[src/hdl/segint_pkg.sv]
// Shared codes and types for the segment intersection pipeline.
`timescale 1ns / 1ps
`default_nettype none

package segint_pkg;

    localparam logic [1:0] KIND_NONE      = 2'd0;
    localparam logic [1:0] KIND_UNBOUNDED = 2'd1;
    localparam logic [1:0] KIND_BOUNDED   = 2'd2;

    typedef struct packed {
        logic hit;
        logic bounded;
        logic neg_x;
        logic neg_y;
        logic ovf_x;
        logic ovf_y;
    } segint_flags_t;

endpackage

`default_nettype wire

[src/hdl/segint_if.sv]
// Request and response channel interfaces of the segment intersection block.
`timescale 1ns / 1ps
`default_nettype none


interface segint_rsp_if #(parameter int W = 20);
    logic                valid;
    logic                ready;
    logic [1:0]          kind;
    logic signed [W-1:0] point_x;
    logic signed [W-1:0] point_y;
    logic                point_valid;
    logic                saturated;

    modport source (
        output valid, kind, point_x, point_y, point_valid, saturated,
        input  ready
    );
    modport sink (
        input  valid, kind, point_x, point_y, point_valid, saturated,
        output ready
    );
endinterface

`default_nettype wire

[src/hdl/segint_out.sv]
// Output stage: floor correction, offset by segment A start, clamp, result register.
`timescale 1ns / 1ps
`default_nettype none

module segint_out #(
    parameter int W = 20
) (
    input  logic                      clk,
    input  logic                      rst_n,
    input  logic                      up_valid,
    output logic                      up_ready,
    input  segint_pkg::segint_flags_t up_flags,
    input  logic [W:0]                up_qx,
    input  logic [W:0]                up_qy,
    input  logic [3*W+2:0]            up_rx,
    input  logic [3*W+2:0]            up_ry,
    input  logic signed [W-1:0]       up_ax0,
    input  logic signed [W-1:0]       up_ay0,
    segint_rsp_if.source              rsp
);
    import segint_pkg::*;

    localparam logic signed [W-1:0] C_MIN = $signed({1'b1, {(W-1){1'b0}}});
    localparam logic signed [W-1:0] C_MAX = $signed({1'b0, {(W-1){1'b1}}});
    localparam logic signed [W+2:0] S_MIN = (W+3)'(C_MIN);
    localparam logic signed [W+2:0] S_MAX = (W+3)'(C_MAX);

    logic                v_reg;
    logic [1:0]          kind_reg;
    logic signed [W-1:0] px_reg, py_reg;
    logic                pv_reg, sat_reg;
    logic                en;
    logic signed [W-1:0] px_c, py_c;
    logic                sx_c, sy_c;

    function automatic logic signed [W-1:0] finish(
        input  logic [W:0]          uq,
        input  logic                rnz,
        input  logic                neg,
        input  logic                ovf,
        input  logic signed [W-1:0] base,
        output logic                sat
    );
        logic [W+2:0]        m;
        logic signed [W+2:0] q;
        logic signed [W+2:0] s;
        m   = {2'b00, uq} + (W+3)'(neg & rnz);
        q   = neg ? -$signed(m) : $signed(m);
        s   = (W+3)'(base) + q;
        sat = 1'b1;
        if (ovf)
            finish = neg ? C_MIN : C_MAX;
        else if (s < S_MIN)
            finish = C_MIN;
        else if (s > S_MAX)
            finish = C_MAX;
        else
        begin
            sat    = 1'b0;
            finish = s[W-1:0];
        end
    endfunction

    always_comb
    begin
        px_c = finish(up_qx, up_rx != '0, up_flags.neg_x, up_flags.ovf_x, up_ax0, sx_c);
        py_c = finish(up_qy, up_ry != '0, up_flags.neg_y, up_flags.ovf_y, up_ay0, sy_c);
    end

    assign en       = !v_reg || rsp.ready;
    assign up_ready = en;

    always_ff @(posedge clk or negedge rst_n)
    begin
        if (!rst_n)
        begin
            v_reg <= 1'b0;
        end
        else if (en)
        begin
            v_reg <= up_valid;
        end
    end

    always_ff @(posedge clk)
    begin
        if (en)
        begin
            if (up_flags.hit)
            begin
                kind_reg <= up_flags.bounded ? KIND_BOUNDED : KIND_UNBOUNDED;
                px_reg   <= px_c;
                py_reg   <= py_c;
                pv_reg   <= 1'b1;
                sat_reg  <= sx_c || sy_c;
            end
            else
            begin
                kind_reg <= KIND_NONE;
                px_reg   <= '0;
                py_reg   <= '0;
                pv_reg   <= 1'b0;
                sat_reg  <= 1'b0;
            end
        end
    end

    assign rsp.valid       = v_reg;
    assign rsp.kind        = kind_reg;
    assign rsp.point_x     = px_reg;
    assign rsp.point_y     = py_reg;
    assign rsp.point_valid = pv_reg;
    assign rsp.saturated   = sat_reg;

endmodule

`default_nettype wire

[src/flat_wrapper.sv]
// flat-port wrapper written by rule: the top's interface ports become plain ports
module segint_out_flat import segint_pkg::*;
#(
    parameter int W = 20
)
  (clk, rst_n, up_valid, up_ready, up_flags, up_qx, up_qy, up_rx, up_ry, up_ax0, up_ay0, rsp_valid, rsp_kind, rsp_point_x, rsp_point_y, rsp_point_valid, rsp_saturated, rsp_ready);
  segint_rsp_if #(.W(W)) rsp_i ();
  input  logic clk;
  input  logic rst_n;
  input  logic up_valid;
  output logic up_ready;
  input  segint_pkg::segint_flags_t up_flags;
  input  logic [W:0] up_qx;
  input  logic [W:0] up_qy;
  input  logic [3*W+2:0] up_rx;
  input  logic [3*W+2:0] up_ry;
  input  logic signed [W-1:0] up_ax0;
  input  logic signed [W-1:0] up_ay0;
  output wire logic [$bits(rsp_i.valid)-1:0] rsp_valid;
  output wire logic [$bits(rsp_i.kind)-1:0] rsp_kind;
  output wire logic [$bits(rsp_i.point_x)-1:0] rsp_point_x;
  output wire logic [$bits(rsp_i.point_y)-1:0] rsp_point_y;
  output wire logic [$bits(rsp_i.point_valid)-1:0] rsp_point_valid;
  output wire logic [$bits(rsp_i.saturated)-1:0] rsp_saturated;
  input wire logic [$bits(rsp_i.ready)-1:0] rsp_ready;
  assign rsp_valid = rsp_i.valid;
  assign rsp_kind = rsp_i.kind;
  assign rsp_point_x = rsp_i.point_x;
  assign rsp_point_y = rsp_i.point_y;
  assign rsp_point_valid = rsp_i.point_valid;
  assign rsp_saturated = rsp_i.saturated;
  assign rsp_i.ready = rsp_ready;
  segint_out #(.W(W)) u_core (.clk(clk), .rst_n(rst_n), .up_valid(up_valid), .up_ready(up_ready), .up_flags(up_flags), .up_qx(up_qx), .up_qy(up_qy), .up_rx(up_rx), .up_ry(up_ry), .up_ax0(up_ax0), .up_ay0(up_ay0), .rsp(rsp_i));
endmodule
[config.mk]
export PLATFORM = sky130hd
export DESIGN_NAME = segint_out_flat
export DESIGN_NICKNAME = d
export VERILOG_FILES = /design/src/hdl/segint_pkg.sv /design/src/hdl/segint_if.sv /design/src/hdl/segint_out.sv /design/src/flat_wrapper.sv
export SDC_FILE = /design/constraint.sdc
export NUM_CORES = 1
export LEC_CHECK = 0
export BUFFER_PORTS_ARGS = -buffer_cell sky130_fd_sc_hd__clkbuf_2
export CORE_MARGIN = 1
export CORE_UTILIZATION = 30
export DETAILED_ROUTE_END_ITERATION = 16
export HOLD_SLACK_MARGIN = 0.06
export PLACE_DENSITY = 0.6
export SYNTH_ARGS = -nofsm -noshare
export SYNTH_HDL_FRONTEND = slang
export SYNTH_SLANG_ARGS = --single-unit
[constraint.sdc]
create_clock -name clk -period 2.2 [get_ports clk]
set_input_delay 0.44 -clock clk [delete_from_list [all_inputs] [get_ports clk]]
set_output_delay 0.44 -clock clk [all_outputs]
set_load 0.02 [all_outputs]
# Word level (Yosys, flattened, before mapping)
# Index checks and enable logic that the tools add are counted.
[totals]
regBits = 45
inputBits = 218
out_inout_bits = 46
wordCells = 41
[classes]
add_sub_neg = 6
order_cmp = 4
n_mux = 18
n_bitwise = 2
reduce_logical = 5
[op_table]
columns = ["op", "n"]
rows = [
  ["20-bit 2-to-1 mux", 8],
  ["63-bit nonzero test", 2],
  ["20-bit by 23-bit adder with 23-bit output", 2],
  ["21-bit by 23-bit adder with 23-bit output", 2],
  ["23-bit by 20-bit greater-than comparator with 1-bit output (second input constant)", 2],
  ["23-bit by 20-bit < comparator with 1-bit output (second input constant)", 2],
  ["23-bit 2-to-1 mux", 2],
  ["23-bit negator", 2],
  ["1-bit 2-to-1 mux", 7],
  ["1-bit bitwise AND", 2],
  ["1-bit logical OR", 2],
  ["2-bit 2-to-1 mux", 1],
  ["1-bit zero test", 1],
]

# Depth between registers and ports, before layout
# Gate-level depths: netlist of run 1.
[logic_depth]
ltp_word = 11
depth_mapped = 27
depth_no_buf = 25

# Least setup slack after synthesis of run 1
# Ideal clock, no wire load.
[synth_path]
path_type = "in2reg"
from = "in up_rx[36]"
to = "reg u_core.px_reg[0], in the netlist u_core.rsp.point_x[0], data pin"
setup_ns = 0.258
arrival_ns = 5.733
required_time_ns = 1.942
path_slack_ns = -3.791
path_stages = 24
path_buffers = 1
path_cell_list = "nor4_1 > nand4_1 > nor4_1 > nor2_1 > ha_1 > ha_1 > and4_1 > and3_4 > or4_1 > o21ai_1 > nand4_1 > o31ai_1 > xnor2_1 > ha_1 > a21o_1 > a21o_1 > a2111o_1 > a2111o_1 > nor2b_1 > xnor2_1 > xnor2_2 > a21oi_2 > buf_2 > o221a_2"
[synth_between]
elab_chain_len = 10
word_cells_on_any_way = 11
cone_classes = "3 x add/sub; 2 x order compare; 4 x mux; 1 x bitwise; 1 x reduce/logical"
[synth_lines]
columns = ["element", "line_no", "source"]
rows = [
  ["from (decl)", "flat_wrapper.sv:15", "input logic [3*W+2:0] up_rx;"],
  ["63-bit nonzero test (*)", "segint_out.sv:66", "px_c = finish(up_qx, up_rx != '0, up_flags.neg_x, up_flags.ovf_x, up_ax0, sx_c);"],
  ["1-bit bitwise AND (*)", "segint_out.sv:47", "m = {2'b00, uq} + (W+3)'(neg & rnz);"],
  ["21-bit by 23-bit adder with 23-bit output (*)", "segint_out.sv:47", ""],
  ["23-bit negator", "segint_out.sv:48", "q = neg ? -$signed(m) : $signed(m);"],
  ["23-bit 2-to-1 mux (*)", "segint_out.sv:48", ""],
  ["20-bit by 23-bit adder with 23-bit output (*)", "segint_out.sv:49", "s = (W+3)'(base) + q;"],
  ["23-bit by 20-bit greater-than comparator with 1-bit output", "segint_out.sv:55", "else if (s > S_MAX)"],
  ["20-bit 2-to-1 mux", "segint_out.sv:55", ""],
  ["20-bit 2-to-1 mux (*)", "segint_out.sv:53", "else if (s < S_MIN)"],
  ["20-bit 2-to-1 mux (*)", "segint_out.sv:51", "if (ovf)"],
  ["to (signal assigned)", "segint_out.sv:92", "px_reg <= px_c;"],
  ["to (decl)", "segint_out.sv:30", "logic signed [W-1:0] px_reg, py_reg;"],
]
# Every way passes the cells marked *; elsewhere a longest branch is shown, timed or not.
# A chain may end at the register's enable or synchronous reset.

# Worst setup path in the final report of run 1
[layout_path]
from = "in up_rx[58]"
to = "reg u_core.px_reg[13], in the netlist u_core.rsp.point_x[13], data pin"
# Same word-level chain as after synthesis.

==> results of run 1 <==
layout make-up:
cell class,count,area (µm²)
clock buffers,5,125.1
clock inverters,3,68.82
fillers,2103,10730
inverters,26,97.59
multi-input cells,748,6097
flip-flops and latches,45,1346
well taps,285,356.6
repair buffers,578,3817
kinds of logic after synthesis:
group,count (synthesis)
buffers and inverters,65
AO/OA/AOI/OAI,235
XOR/XNOR,122
AND/OR/NAND/NOR,339
adder cells (fa/ha/maj),52
flip-flops,45
placed cells by master (no fill, tap or decap), types with 22 or more instances in the layout:
cell and instances:
xor2_1 35, nand2_1 72, clkbuf_2 259, ha_1 43, xnor2_1 81, a21oi_1 35, buf_4 297, nand3_1 27
inv_1 26, nand4_1 25, nor2_1 48, o21ai_0 22, edfxtp_1 44, nor3_1 25
timing repair:
item	CTS	global route
resized for setup	83	48
hold buffers	1	0
setup buffers	26	10
cloned	1	1
pin swaps	58	42
setup endpoints to repair	41	41
hold endpoints to repair	1	0
stage by stage:
stage / hold WS [ps] / power (µW)
2_1_floorplan: 144.4 / 2936
3_3_place_gp: 218.7 / 4306
3_5_place_dp: 217.9 / 4345
4_1_cts: 351.3 / 5632
5_1_grt: 379.7 / 6177
6_report: 358.2 / 5809
critical path, stage by stage:
cell,delay [ps]
buf_6,90
nor4_4,290
nand4_1,160
nor4_2,290
nor2_1,80
ha_2,190
ha_4,170
and4_4,190
and3_4,180
or4_4,430
o21ai_4,90
or3b_4,440
o21ai_2,180
xnor2_1,140
ha_1,260
a21o_1,200
a2111o_1,380
a2111o_1,340
nor2b_4,160
xnor2_2,150
xnor2_2,280
a21oi_4,100
buf_12,160
o221a_2,260
report_power, final:
part	total (µW)	switching (µW)	leakage, µW	internal (µW)
logic	3670	1880	0.00485	1800
registers	1160	51.4	0.000479	1110
clock network	976	321	0.0000944	655
layer usage:
layer	track usage (%)	vias up	routed length [µm]
met4	4.810	0	575
met2	42.27	276	13730
met3	2.339	26	1248
li1	-	4377	-
met1	24.24	3969	10790
met5	0	-	0
worst max path at each step:
stage	start	endpoint	slack (ps)
floorplan	up_rx[24]	u_core.rsp.point_x[0]	-3500
global placement	up_rx[57]	u_core.rsp.point_x[10]	-3820
detailed placement	up_rx[57]	u_core.rsp.point_x[7]	-3900
CTS	up_rx[30]	u_core.rsp.point_x[11]	-3380
global route	up_rx[58]	u_core.rsp.point_x[8]	-3700
finish	up_rx[58]	u_core.rsp.point_x[13]	-3430
==> results.json, run 1 <==
{
  "outcome": "complete, but fails checks",
  "violations": "setup timing",
  "route.detailed.drc": 0,
  "period_minus_slack_ps": 5631,
  "wl_mm": 26.34,
  "io_buffers": 263,
  "place_congestion": 0.9060,
  "firstDrtPassIters": 4,
  "core_mm2": 0.02264,
  "startpoint_type": "input port",
  "std_cell_rows": 55,
  "vias": 8648,
  "drtIter0Drc": 423,
  "clockBufferDepth": 2,
  "placed_cell_area_mm2": 0.01077,
  "layout_setup_ws_ps": -3431,
  "arrival_ps": 5670,
  "p_leak_uw": 0.005425,
  "synth-xor-area-share_pct": 15.74,
  "ys_types": 83,
  "synth_top_family_by_area": "simple AND/OR/NAND/NOR gates",
  "yosysTopAreaCell": "edfxtp_1",
  "hold_end": "u_core.rsp.valid",
  "worstSkewPairLatency_ps": 280,
  "ant_nets": 0,
  "post-dp-hpwl_mm": 21.79,
  "p_per_area_mw_per_mm2": 487.8,
  "ys_seq_area_share_pct": 19.42,
  "layoutNonFillerInstCount": 1690,
  "synth.most_common_cell": "xnor2_1",
  "finClkSkew_ps": 7.640,
  "setup_viol": 41,
  "synthAdderAreaFrac_pct": 9.603,
  "yosys_warnings": 0,
  "h-tree-depth": 2,
  "critical_path_class": "in2reg",
  "cts_tree": "built",
  "cts.sinks": 45,
  "cp-end-kind": "flip-flop",
  "reg2reg_slack_ps": 1010,
  "hold_start": "up_valid",
  "root_buffer": "clkbuf_16",
  "rsz0062_at_grt": "true",
  "wl_per_cell_um": 15.59,
  "critPathMaxFanout": 18,
  "nNetsFinal": 1674,
  "slew_viol_final": 0,
  "fp.dieW_um": 154.0,
  "synthCells": 858,
  "area_growth_pct": 71.80,
  "required_ps": 2240,
  "setup_tns_ps": -134340,
  "dieHeight_um": 154.0,
  "start_util_pct": 30.62,
  "overflow": 0,
  "dieArea_mm2": 0.02372,
  "hold_viol": 0,
  "cap_violations": 0,
  "final_util_pct": 52.60,
  "dp_cells": 1652,
  "synth_simple_gate_area_share_pct": 26.12,
  "layout-drive-gt1-share_pct": 52.10,
  "worst_pin_slew_ps": 1364,
  "viasPerCell": 5.117,
  "synth.top_cell.area_share_pct": 19.06,
  "synth_compound_area_share_pct": 24.78,
  "ys_async_sr_fraction_pct": 2.222,
  "grt_pass1_wl_mm": 41.06,
  "synth_area_mm2": 0.006932,
  "netlist_top_cells_count": "xnor2_1, nand2_1, a21oi_1, nor2_1, ha_1",
  "max_slew_margin_pct": 8.879,
  "fin_area_mm2": 0.01191,
  "num_io_pins": 264,
  "clk_pin_slew_ps": 60,
  "antenna_found_initial": 0,
  "grt_usage_pct": 21.41,
  "synthTopCellsByArea": "edfxtp_1, xnor2_1, ha_1, xor2_1, a21oi_1",
  "synthMuxAreaShare_pct": 0,
  "numCtsBuffers": 5,
  "whs_path_depth": 2,
  "min_path_type": "in2reg",
  "r2r_start": "u_core.rsp.valid",
  "syn_avg_cell_area_um2": 8.079,
  "fmax_mhz": 177.6,
  "synth_seq_cells": 45,
  "dpl_worst_slack_ps": -3895,
  "post-route-period-util_pct": 256.0,
  "num_antenna_cells": 0,
  "grt_pass1_vias": 8518,
  "grt_max_degree": 40,
  "vdd_drop_max_mv": 0.3518,
  "r2r_end": "u_core.rsp.point_x[18]",
  "synthFlopType": "edfxtp_1",
  "synth_edf_count": 44,
  "syn-num-nets": 1128,
  "ff2ff_path_depth": 2
}
(Power assumes the default switching activity.)
==> run 2: changes to the inputs <==
--- a/config.mk
+++ b/config.mk
@@ -6,11 +6,14 @@
 export NUM_CORES = 1
 export LEC_CHECK = 0
 export BUFFER_PORTS_ARGS = -buffer_cell sky130_fd_sc_hd__clkbuf_2
+export CORE_ASPECT_RATIO = 1.5
 export CORE_MARGIN = 1
 export CORE_UTILIZATION = 30
+export CTS_BUF_LIST = sky130_fd_sc_hd__clkbuf_2 sky130_fd_sc_hd__clkbuf_4 sky130_fd_sc_hd__clkbuf_8
 export DETAILED_ROUTE_END_ITERATION = 16
 export HOLD_SLACK_MARGIN = 0.06
 export PLACE_DENSITY = 0.6
+export SLEW_MARGIN = 20
 export SYNTH_ARGS = -nofsm -noshare
 export SYNTH_HDL_FRONTEND = slang
 export SYNTH_SLANG_ARGS = --single-unit
==> run 2 against run 1 <==
Compared with the run above:
- the run still ends with setup timing left
- largest power group unchanged
- sequential share of layout area barely moved
- hold slack got worse by 65 ps
- non-clock buffer count rose by 10
- die area barely moved
- core utilization rose by 0.53 points
- first-iteration DRC count fell by 14%
- final area rose by 0.23%
- global-route usage rose by 1.3 points
- combinational power rose by 4%
==> results.json, run 2 (synthesis results as in run 1) <==
{
  "dieHeight_um": 188.2,
  "dpl_worst_slack_ps": -4052,
  "finClkSkew_ps": 10.76,
  "cpMaxStageDelayCell": "a221o_1",
  "power_uw": 5574,
  "viasPerCell": 5.228,
  "pwr-share-clk_pct": 10.9,
  "layout-drive-gt1-share_pct": 52.89,
  "vias": 8867,
  "critPathMaxFanout": 5,
  "startpoint_type": "input port",
  "rsz0062_at_grt": "true",
  "min_path_type": "in2reg",
  "route.detailed.drc": 0,
  "ant_nets": 0,
  "core_mm2": 0.02247,
  "cts.sinks": 45,
  "required_ps": 2370,
  "drtIter0Drc": 364,
  "slowest_delay_ps": 370,
  "std_cell_rows": 67,
  "wl_per_cell_um": 16.27,
  "io_buffers": 263,
  "max_slew_margin_pct": 51.39,
  "overflow": 0,
  "area_growth_pct": 72.20,
  "nNetsFinal": 1687,
  "cts_tree": "built",
  "p_sw_share_pct": 41.89,
  "slew_viol_final": 0,
  "antenna_found_initial": 2,
  "p_comb_share_pct": 68.3,
  "p_leak_uw": 0.005455,
  "dieArea_mm2": 0.02373,
  "post-dp-hpwl_mm": 22.61,
  "firstDrtPassIters": 4,
  "hold_viol": 0,
  "cp-end-kind": "flip-flop",
  "grt_pass1_wl_mm": 42.62,
  "critical_path_class": "in2reg",
  "h-tree-depth": 2,
  "p_seq_share_pct": 20.8,
  "worst_pin_slew_ps": 725.9,
  "layout_setup_ws_ps": -3531,
  "start_util_pct": 30.85,
  "fp.dieW_um": 126.1,
  "vdd_drop_max_mv": 0.2728,
  "p_int_uw": 3239,
  "arrival_ps": 5900,
  "num_io_pins": 264,
  "layout_commonest_cell": "buf_4",
  "post-route-period-util_pct": 260.5,
  "grt_pass1_vias": 9093,
  "outcome": "complete, but fails checks",
  "period_minus_slack_ps": 5731,
  "mostFrequentLayoutCells": "buf_4, clkbuf_2, xnor2_1, nand2_1, nor2_1",
  "root_buffer": "clkbuf_8",
  "grt_max_degree": 26,
  "fmax_mhz": 174.5,
  "netSwitchingPower_uw": 2335,
  "grt_usage_pct": 22.73,
  "final_util_pct": 53.13,
  "setup_viol": 41,
  "p_per_area_mw_per_mm2": 467.0,
  "wl_mm": 27.60,
  "place_congestion": 0.8929,
  "clockBufferDepth": 2,
  "clk_pin_slew_ps": 100,
  "worstSkewPairLatency_ps": 330,
  "violations": "setup timing",
  "cap_violations": 0,
  "numCtsBuffers": 5
}
==> run 2: cell count changes in the layout (fill, tap and decap cells not counted), sizes merged, moves of 2 or more <==
cell	change
clkbuf	-3
diode	+2
a21oi	+2
bufinv	-2
buf	+13
inv	+2
==> run 2: what timing repair did <==
action | 4_1_cts | 5_1_grt
setup endpoints to repair | 41 | 41
gates cloned | 5 | 1
endpoints found under the hold margin | 1 | 0
hold buffers | 1 | 0
resized for setup | 87 | 72
setup buffers | 28 | 14
pin swaps | 77 | 57
==> run 2: layout make-up <==
cell class / count / area (µm²)
fillers: 2104 / 10530
multi-input cells: 751 / 6117
repair buffers: 588 / 3930
flip-flops and latches: 45 / 1346
well taps: 276 / 345.3
inverters: 26 / 97.59
clock buffers: 5 / 68.82
clock inverters: 3 / 26.28
diodes: 2 / 5.005
==> run 2: worst paths after layout <==
path	from	endpoint	slack, ps	cells after the start
setup / recovery	up_ry[8]	u_core.rsp.point_y[18]	-3530	30
hold / removal	up_valid	u_core.rsp.valid	290	2
setup reg to reg	u_core.rsp.valid	u_core.rsp.point_x[8]	1040	2
hold reg to reg	u_core.rsp.valid	u_core.rsp.valid	840	3
max in group asynchronous	rst_n	u_core.rsp.valid	1710	2
min in group asynchronous	rst_n	u_core.rsp.valid	410	2
==> run 2: worst max-delay path: cells and delay by family <==
kind                       cells  cell delay [ps]
xor gates and xnor gates       2              270
and+or+nand+nor               10             1930
buffers and inverters          7             1000
AOI/OAI and AO/OA              8             1520
adders and majority gates      3              720
==> run 2: metal layers <==
layer / up-vias / track usage [%] / routed length [µm]
met1: 4023 / 20.39 / 9468
met4: 0 / 15.06 / 1768
met2: 331 / 45.98 / 14940
li1: 4428 / - / -
met3: 85 / 3.110 / 1422
met5: - / 0 / 0
==> run 2: power groups by stage <==
stage               clock (µW)  sequential, µW  combinational [µW]
floorplan                    0            1330                1610
global placement             0            1180                3160
detailed placement           0            1180                3190
CTS                        618            1160                3600
global route               640            1170                4100
finish                     609            1160                3810
==> run 2: metrics by stage <==
stage	area (µm²)	hold slack (ps)	std cells	setup TNS, ps
6_report	11940	293.7	1696	-140400
5_1_grt	11940	297.5	1696	-151850
4_1_cts	11560	283.8	1687	-136310
3_5_place_dp	10790	216.8	1647	-161530
3_3_place_gp	10790	215.2	1647	-160160
2_1_floorplan	7143	144.4	858	-133800
